## src/rtl/ebc_pkg.sv

```systemverilog
// Shared constants, types and tables for the exponential brightness curve.
// No dependencies; every other file in rtl/ refers to it by scoped names.
package ebc_pkg;

  localparam int FB = 16;                 // fraction bits of x and of the curve
  localparam int PFB = 12;                // fraction bits of the power register
  localparam int LW = 16;                 // level width
  localparam int XW = FB + 1;             // x in [0, 1] needs one integer bit
  localparam int QW = XW;                 // quotient bits produced by a divider
  localparam int DIV_NW = 48;             // divider dividend width
  localparam int DIV_DW = 32;             // divider divisor / remainder width
  localparam int HTERMS = 12;             // Horner terms of the exp series
  localparam int EXP_LAT = 3 + 3 * HTERMS + 1;
  localparam int LIN_LIMIT = 1 << PFB;    // 100*|p| below this selects linear

  localparam logic [XW-1:0] ONE_X = XW'(1) << FB;
  localparam logic [30:0] ONE_Q30 = 31'h4000_0000;
  localparam logic [28:0] LOG2E_Q28 = 29'h1715_4765;
  localparam logic [31:0] LN2_Q32 = 32'hB172_17F8;

  localparam logic [1:0] REG_FULL_SCALE = 2'd0;
  localparam logic [1:0] REG_CURVE_MIN = 2'd1;
  localparam logic [1:0] REG_CURVE_MAX = 2'd2;
  localparam logic [1:0] REG_CURVE_POWER = 2'd3;

  typedef struct packed {
    logic sat;              // level was clamped
    logic byp;              // curve bypasses the quotient
    logic [XW-1:0] x;       // fraction carried along the pipe
  } side_t;

  // floor(2^32 / k); k = 1 uses all ones, corrected by one step later
  function automatic logic [31:0] recip_q32(input int k);
    logic [31:0] m;
    case (k)
      2: m = 32'h8000_0000;
      3: m = 32'h5555_5555;
      4: m = 32'h4000_0000;
      5: m = 32'h3333_3333;
      6: m = 32'h2AAA_AAAA;
      7: m = 32'h2492_4924;
      8: m = 32'h2000_0000;
      9: m = 32'h1C71_C71C;
      10: m = 32'h1999_9999;
      11: m = 32'h1745_D174;
      12: m = 32'h1555_5555;
      default: m = 32'hFFFF_FFFF;
    endcase
    return m;
  endfunction

endpackage

```

## src/rtl/ebc_div.sv

```systemverilog
// Pipelined restoring divider, one quotient bit per stage.
// Depends on ebc_pkg (widths, side_t).
module ebc_div (
  input  logic                        clk,
  input  logic                        rst,
  input  logic                        in_valid,
  input  logic [ebc_pkg::DIV_NW-1:0]  in_num,
  input  logic [ebc_pkg::DIV_DW-1:0]  in_den,
  input  ebc_pkg::side_t              in_side,
  output logic                        out_valid,
  output logic [ebc_pkg::QW-1:0]      out_quo,
  output ebc_pkg::side_t              out_side
);

  localparam int QW = ebc_pkg::QW;
  localparam int NW = ebc_pkg::DIV_NW;
  localparam int DW = ebc_pkg::DIV_DW;

  logic [DW-1:0] rem_r [QW];
  logic [NW-1:0] num_r [QW];
  logic [DW-1:0] den_r [QW];
  logic [QW-1:0] quo_r [QW];
  logic          vld_r [QW];
  ebc_pkg::side_t side_r [QW];

  logic [DW-1:0] rem_in [QW];
  logic [NW-1:0] num_in [QW];
  logic [DW-1:0] den_in [QW];
  logic [QW-1:0] quo_in [QW];
  logic          vld_in [QW];
  ebc_pkg::side_t side_in [QW];

  for (genvar i = 0; i < QW; i++) begin : g_stage
    logic [DW:0] trial;
    logic        fits;

    if (i == 0) begin : g_first
      assign rem_in[i] = DW'(in_num[NW-1:QW]);
      assign num_in[i] = in_num;
      assign den_in[i] = in_den;
      assign quo_in[i] = '0;
      assign vld_in[i] = in_valid;
      assign side_in[i] = in_side;
    end else begin : g_next
      assign rem_in[i] = rem_r[i-1];
      assign num_in[i] = num_r[i-1];
      assign den_in[i] = den_r[i-1];
      assign quo_in[i] = quo_r[i-1];
      assign vld_in[i] = vld_r[i-1];
      assign side_in[i] = side_r[i-1];
    end

    always_comb begin
      trial = {rem_in[i], num_in[i][QW-1-i]};
      fits = (trial >= {1'b0, den_in[i]});
    end

    always_ff @(posedge clk) begin
      if (rst) begin
        vld_r[i] <= 1'b0;
      end else begin
        vld_r[i] <= vld_in[i];
      end
      rem_r[i] <= fits ? DW'(trial - {1'b0, den_in[i]}) : DW'(trial);
      num_r[i] <= num_in[i];
      den_r[i] <= den_in[i];
      quo_r[i] <= {quo_in[i][QW-2:0], fits};
      side_r[i] <= side_in[i];
    end
  end

  assign out_valid = vld_r[QW-1];
  assign out_quo = quo_r[QW-1];
  assign out_side = side_r[QW-1];

  a_rem_below_den: assert property (@(posedge clk) disable iff (rst)
    out_valid |-> (rem_r[QW-1] < den_r[QW-1]))
    else $error("divider remainder not below divisor");

endmodule

```

## config.mk

```make
export PLATFORM = sky130hd
export DESIGN_NAME = ebc_div
export DESIGN_NICKNAME = d
export VERILOG_FILES = /design/src/rtl/ebc_pkg.sv /design/src/rtl/ebc_div.sv
export SDC_FILE = /design/constraint.sdc
export NUM_CORES = 2
export LEC_CHECK = 0
export ABC_AREA = 1
export BUFFER_PORTS_ARGS = -buffer_cell sky130_fd_sc_hd__buf_2
export CAP_MARGIN = 5
export CORE_MARGIN = 2
export CORE_UTILIZATION = 60
export CTS_CLUSTER_SIZE = 14
export DETAILED_ROUTE_END_ITERATION = 10
export GPL_TIMING_DRIVEN = 0
export PLACE_DENSITY = 0.8
export SLEW_MARGIN = 20
export SYNTH_ARGS = -nofsm -noshare
export SYNTH_HDL_FRONTEND = slang
export SYNTH_SLANG_ARGS = --single-unit
export TNS_END_PERCENT = 20
```

## constraint.sdc

```tcl
create_clock -name clk -period 4.8 [get_ports clk]
set_input_delay 0.48 -clock clk [delete_from_list [all_inputs] [get_ports clk]]
set_output_delay 0.48 -clock clk [all_outputs]
set_load 0.05 [all_outputs]
```

# Word level (Yosys, flattened, before mapping)

Memories as Yosys holds them, arrays and structs flattened.
Cells that the tools add are included.

Register bits after elaboration: 0
RAM bits: 2533
Input port bits: 102
Output and inout port bits: 37
Word-level logic and storage cells: 94
Memories: 6

Memory list:

| name   | words | bits a word | read ports | clocked after memory_dff | wr ports | RTL line      | RTL |
|---|---|---|---|---|---|---|---|
| num_r  | 17    | 48          | 16         | 0                        | 17       | ebc_div.sv:20 | `logic [NW-1:0] num_r [QW];` |
| den_r  | 17    | 32          | 16         | 0                        | 17       | ebc_div.sv:21 | `logic [DW-1:0] den_r [QW];` |
| rem_r  | 17    | 32          | 16         | 0                        | 17       | ebc_div.sv:19 | `logic [DW-1:0] rem_r [QW];` |
| side_r | 17    | 19          | 17         | 0                        | 17       | ebc_div.sv:24 | `ebc_pkg::side_t side_r [QW];` |
| quo_r  | 17    | 17          | 17         | 0                        | 17       | ebc_div.sv:22 | `logic [QW-1:0] quo_r [QW];` |
| vld_r  | 17    | 1           | 17         | 0                        | 17       | ebc_div.sv:23 | `logic vld_r [QW];` |

$add $sub $neg: 17
$lt $le $gt $ge: 17
Multiplexer cells: 37
Bitwise logic cells: 17

Operator list:

| cell                                                           | count |
|---|---|
| 32-bit two-way mux                                             | 17 |
| 32-bit subtractor                                              | 17 |
| 33-bit by 32-bit greater-or-equal comparator with 1-bit output | 16 |
| 32-bit greater-or-equal comparator                             | 1 |
| 1-bit two-way mux                                              | 20 |
| 1-bit bitwise OR                                               | 17 |

# Longest topological paths before layout

Word-level depth: 3
Gate-level depth with buffers: 16
Depth with buffers taken out: 15

# Worst setup path before layout

No wires, ideal clock.

Path type: input to register
From: input port in_num[16] (netlist name)
To: memory rem_r[0][30] (netlist name)
Library setup time: 0.113 ns
Data arrival time: 1.993 ns
Data required time: 4.687 ns
Setup slack: 2.694 ns
Stages on the path: 12
Path buffers: 1
Cell sequence: inv_1 ha_1 fa_1 nor2_1 o21ai_1 nand2_1 nand2_1 nand2_2 nand2_2 clkbuf_1 nand4_1 nand2_1

RTL lines:

| what            | RTL line      | RTL |
|---|---|---|
| start, declared | ebc_div.sv:7  | `input logic [ebc_pkg::DIV_NW-1:0] in_num,` |
| end, declared   | ebc_div.sv:19 |  |

==> flow_results.xml <==
<?xml version="1.0" encoding="UTF-8"?>
<metrics>
  <group name="synthesis">
    <metric name="syn_area" unit="sq um">83200</metric>
    <metric name="async_reset_ff_share" unit="%">0</metric>
    <metric name="yosysUniqueCellTypes" unit="">42</metric>
    <metric name="dominantRegCellSynth" unit="">sky130_fd_sc_hd__dfxtp_1</metric>
    <metric name="syn-mean-instance-area" unit="sq um">6.74</metric>
    <metric name="post_synth_mux_area_share" unit="%">0</metric>
    <metric name="synthSimpleGateAreaFrac" unit="%">34.0</metric>
    <metric name="synth_compound_area_share" unit="%">2.52</metric>
    <metric name="postSynthCellCount" unit="">12300</metric>
    <metric name="synthAdderAreaFrac" unit="%">8.57</metric>
    <metric name="main_combinational_cell_family_by_area_after_synthesis" unit="">simple AND/OR/NAND/NOR gates</metric>
    <metric name="yosys_warnings" unit="">0</metric>
    <metric name="yosysSeqAreaShare" unit="%">39.8</metric>
    <metric name="synthesis.nets" unit="">13000</metric>
    <metric name="ys_seq_elements" unit="">1653</metric>
    <metric name="synth_edf_count" unit="">0</metric>
    <metric name="synth_xor_area_share" unit="%">2.38</metric>
  </group>
  <group name="finish">
    <metric name="most-common-layout-cells" unit="">sky130_fd_sc_hd__nand2_1 (4640), sky130_fd_sc_hd__inv_1 (2542), sky130_fd_sc_hd__dfxtp_1 (1653)</metric>
    <metric name="stdcell_area" unit="sq um">92700</metric>
    <metric name="layout_commonest_cell" unit="">sky130_fd_sc_hd__nand2_1</metric>
    <metric name="drive_above_1_share" unit="%">5.14</metric>
    <metric name="final_util" unit="%">67.4</metric>
    <metric name="nets" unit="">13400</metric>
    <metric name="syn2layout_area_growth" unit="%">11.4</metric>
    <metric name="final-instance-count-excl-fill" unit="">14700</metric>
  </group>
  <group name="routing">
    <metric name="ant_nets" unit="">0</metric>
    <metric name="routed_via_count" unit="">76300</metric>
    <metric name="drt_wl_total" unit="mm">266</metric>
    <metric name="dr.first_iter.drc_count" unit="">6542</metric>
    <metric name="drt_pass1_iterations" unit="">7</metric>
    <metric name="routed_via_density" unit="">5.21</metric>
    <metric name="drc_errors" unit="">0</metric>
    <metric name="wire_per_inst" unit="um">18.2</metric>
  </group>
  <group name="setup_path">
    <metric name="worst_setup_path_startpoint" unit="">den_r[0][378]$_DFF_P_</metric>
    <metric name="worst_path_required" unit="ns">5.42</metric>
    <metric name="cell_repeated_most_along_the_worst_path" unit="">sky130_fd_sc_hd__nand3_1</metric>
    <metric name="worstSetupPathType" unit="">reg2reg</metric>
    <metric name="worstReg2RegStart" unit="">den_r[0][378]$_DFF_P_</metric>
    <metric name="cp_slowest_cell" unit="">sky130_fd_sc_hd__dfxtp_1</metric>
    <metric name="startpoint_type" unit="">register</metric>
    <metric name="timing.critical_path.arrival" unit="ns">3.52</metric>
    <metric name="worst-path-max-fanout" unit="">10</metric>
    <metric name="cp_cell_sequence" unit="">inv_1, ha_1, nand2_1, nor2_1, nand3_1, nor2_1, nand3_1, nand3_1, nor2_2, buf_2, nand3_1, nand2_1</metric>
    <metric name="worst_path_largest_cell_delay" unit="ns">0.62</metric>
    <metric name="endpoint_kind" unit="">register</metric>
  </group>
  <group name="grt">
    <metric name="globalRouteOverflowTotal" unit="">0</metric>
    <metric name="met3_usage" unit="%">5.06</metric>
    <metric name="initial_antenna_violation_count" unit="">10</metric>
    <metric name="maximum_number_of_pins_on_one_net_before_global_route_repair" unit="">17</metric>
    <metric name="globalRouteMet1Util" unit="%">43.0</metric>
    <metric name="grt_pass1_vias" unit="">73400</metric>
    <metric name="gr-max-usage-layer" unit="">met2</metric>
    <metric name="use_met2" unit="%">62.1</metric>
    <metric name="grt_first_pass_wirelength" unit="mm">402</metric>
    <metric name="track_usage" unit="%">36.9</metric>
  </group>
  <group name="cts">
    <metric name="cts_tree" unit="">built</metric>
    <metric name="clockBufferDepth" unit="">3</metric>
    <metric name="buffer_count_from_post_cts_setup_fixing" unit="">0</metric>
    <metric name="clock-sinks" unit="">1653</metric>
    <metric name="numCtsBuffers" unit="">160</metric>
    <metric name="clock_tree.root_cell" unit="">sky130_fd_sc_hd__clkbuf_16</metric>
    <metric name="worst_skew_pair.late_latency" unit="ns">0.86</metric>
    <metric name="cts.clk_slew.worst_paths" unit="ns">0.06</metric>
    <metric name="ctsHtreeMaxLevel" unit="">4</metric>
  </group>
  <group name="sta">
    <metric name="final.min_clock_period" unit="ns">2.90</metric>
    <metric name="timing.fmax" unit="GHz">0.345</metric>
    <metric name="finalSetupViolCount" unit="">0</metric>
    <metric name="fin_crit_sh" unit="%">60.4</metric>
    <metric name="max_slew_margin_vs_limit" unit="%">56.0</metric>
    <metric name="rsz0062_at_grt" unit="">no</metric>
    <metric name="finalSetupTns" unit="ns">0</metric>
    <metric name="skew" unit="ns">0.0806</metric>
    <metric name="timing_hold_violations_final" unit="">0</metric>
    <metric name="max_slew_violations" unit="">0</metric>
    <metric name="timing_worst_slew_pin_value" unit="ns">0.652</metric>
    <metric name="final_critical_path_setup_slack" unit="ns">1.90</metric>
  </group>
  <group name="power">
    <metric name="power.share.clock" unit="%">19.5</metric>
    <metric name="vdd.ir_drop.worst" unit="mV">0.444</metric>
    <metric name="p_per_area" unit="nW/um^2">724</metric>
    <metric name="comb_pwr_share" unit="%">51.0</metric>
    <metric name="power_report.internal_total" unit="mW">35.6</metric>
    <metric name="power.share.switching" unit="%">47.0</metric>
    <metric name="netSwitchingPower" unit="mW">31.5</metric>
    <metric name="seq_power_share" unit="%">29.5</metric>
    <metric name="cellLeakagePower" unit="nW">53.3</metric>
  </group>
  <group name="placed_design">
    <metric name="hpwl" unit="mm">214</metric>
    <metric name="placed_cells_incl_taps" unit="">14300</metric>
    <metric name="dp_worst_setup_slack" unit="ns">1.99</metric>
    <metric name="placement.io_buffers" unit="">137</metric>
    <metric name="gp_routability_congestion" unit="">1.03</metric>
    <metric name="post_dp_area" unit="sq um">86100</metric>
  </group>
  <group name="status">
    <metric name="outcome" unit="">finished clean</metric>
  </group>
  <group name="worst_hold_path">
    <metric name="min-delay-start" unit="">in_num[13]</metric>
    <metric name="hold_path_class" unit="">in2reg</metric>
  </group>
  <group name="floorplan">
    <metric name="die_height" unit="um">376</metric>
    <metric name="initial_utilization" unit="%">60.5</metric>
    <metric name="rows" unit="">136</metric>
    <metric name="core" unit="sq um">137000</metric>
    <metric name="floorplan.die_area" unit="sq um">142000</metric>
    <metric name="top_level_ports" unit="">139</metric>
    <metric name="fp.dieW" unit="um">376</metric>
  </group>
  <group name="flow_run">
    <metric name="max_cap_viol_count" unit="">0</metric>
  </group>
</metrics>
==> worst max-delay path, delay by kind of cell (launching register included) <==
family                   cells  cell delay [ns]
flip-flops                   1             0.62
AND/OR/NAND/NOR              9             1.36
buffers and inverters        2             0.32
adder cells (fa/ha/maj)      1             0.41
==> synthesized netlist by cell type (7+ instances only) <==
master | n | area share, %
sky130_fd_sc_hd__ha_1 | 544 | 8.2
sky130_fd_sc_hd__nand3_2 | 26 | 0.31
sky130_fd_sc_hd__inv_1 | 2542 | 11
sky130_fd_sc_hd__nand2_2 | 35 | 0.26
sky130_fd_sc_hd__o21ai_1 | 24 | 0.14
sky130_fd_sc_hd__buf_4 | 10 | 0.090
sky130_fd_sc_hd__nor2_2 | 28 | 0.21
sky130_fd_sc_hd__buf_2 | 75 | 0.45
sky130_fd_sc_hd__buf_6 | 43 | 0.58
sky130_fd_sc_hd__inv_2 | 7 | 0.032
sky130_fd_sc_hd__nand3b_1 | 118 | 1.1
sky130_fd_sc_hd__o21bai_1 | 22 | 0.20
sky130_fd_sc_hd__nand4_1 | 69 | 0.52
sky130_fd_sc_hd__xor2_1 | 206 | 2.2
sky130_fd_sc_hd__nor3_2 | 8 | 0.096
sky130_fd_sc_hd__or2_2 | 10 | 0.075
sky130_fd_sc_hd__o21ai_0 | 30 | 0.18
sky130_fd_sc_hd__nor2_1 | 695 | 3.1
sky130_fd_sc_hd__clkbuf_1 | 13 | 0.059
sky130_fd_sc_hd__nand3_1 | 936 | 5.6
sky130_fd_sc_hd__a21oi_1 | 324 | 1.9
sky130_fd_sc_hd__xnor2_1 | 20 | 0.21
sky130_fd_sc_hd__nand2_1 | 4640 | 21
sky130_fd_sc_hd__and2_1 | 78 | 0.59
sky130_fd_sc_hd__dfxtp_1 | 1653 | 40
sky130_fd_sc_hd__fa_1 | 16 | 0.39
sky130_fd_sc_hd__nand2_4 | 18 | 0.24
sky130_fd_sc_hd__nor3_1 | 124 | 0.75
==> logic make-up after synthesis <==
group,count (synthesis)
flip-flops,1653
buffers and inverters,2693
AND/OR/NAND/NOR,6801
AO/OA/AOI/OAI,405
XOR/XNOR,226
adder cells (fa/ha/maj),560
==> final cells by class <==
class	count	area [sq um]
Sequential cell	1653	33100
Fill cell	12000	44800
Tap cell	1794	2240
Multi-Input combinational cell	7992	39500
Timing Repair Buffer	238	1700
Clock inverter	71	1210
Buffer	144	1030
Inverter	2549	9570
Antenna cell	6	15.0
Clock buffer	206	4360
==> sequential cells by signal, indices dropped and copies added (netlist names) <==
register  count
den_r       512
rem_r       512
side_r      323
quo_r       153
num_r       136
vld_r        17
==> final timing paths <==
kind                            depth (start not counted)  slack, ns               endpoint
worst max-delay path                                   12       1.90  rem_r[0][406]$_DFF_P_
worst max register to register                         12       1.90  rem_r[0][406]$_DFF_P_
worst min-delay path                                    2       0.27   num_r[0][13]$_DFF_P_
worst min register to register                          0       0.27  quo_r[0][225]$_DFF_P_
==> power by group through the flow <==
stage / clock [mW] / sequential [mW] / combinational [mW]
2_1_floorplan: 0 / 18.7 / 23.8
3_3_place_gp: 0 / 19.9 / 32.7
3_5_place_dp: 0 / 19.9 / 33.1
4_1_cts: 13.2 / 19.7 / 33.5
5_1_grt: 13.8 / 19.9 / 38.0
6_report: 13.1 / 19.8 / 34.2
==> metrics by stage <==
stage               hold slack [ns]  total power [mW]
finish                        0.265              67.1
floorplan                     0.310              42.5
global route                  0.257              71.7
global placement              0.309              52.6
CTS                           0.234              66.4
detailed placement            0.312              53.0
==> routing by layer <==
layer / share of wire, % / vias up
met1: 39 / 34200
met5: 0.015 / -
met4: 8.0 / 6
met3: 6.8 / 927
met2: 46 / 3285
li1: - / 37900
==> timing repair <==
item / in CTS / in global routing
endpoints found under the hold margin: 101 / 0
setup endpoints to repair: 0 / 0
hold buffers: 101 / 0
resized for setup: 0 / 0
Power figures use the tool's default switching activity.
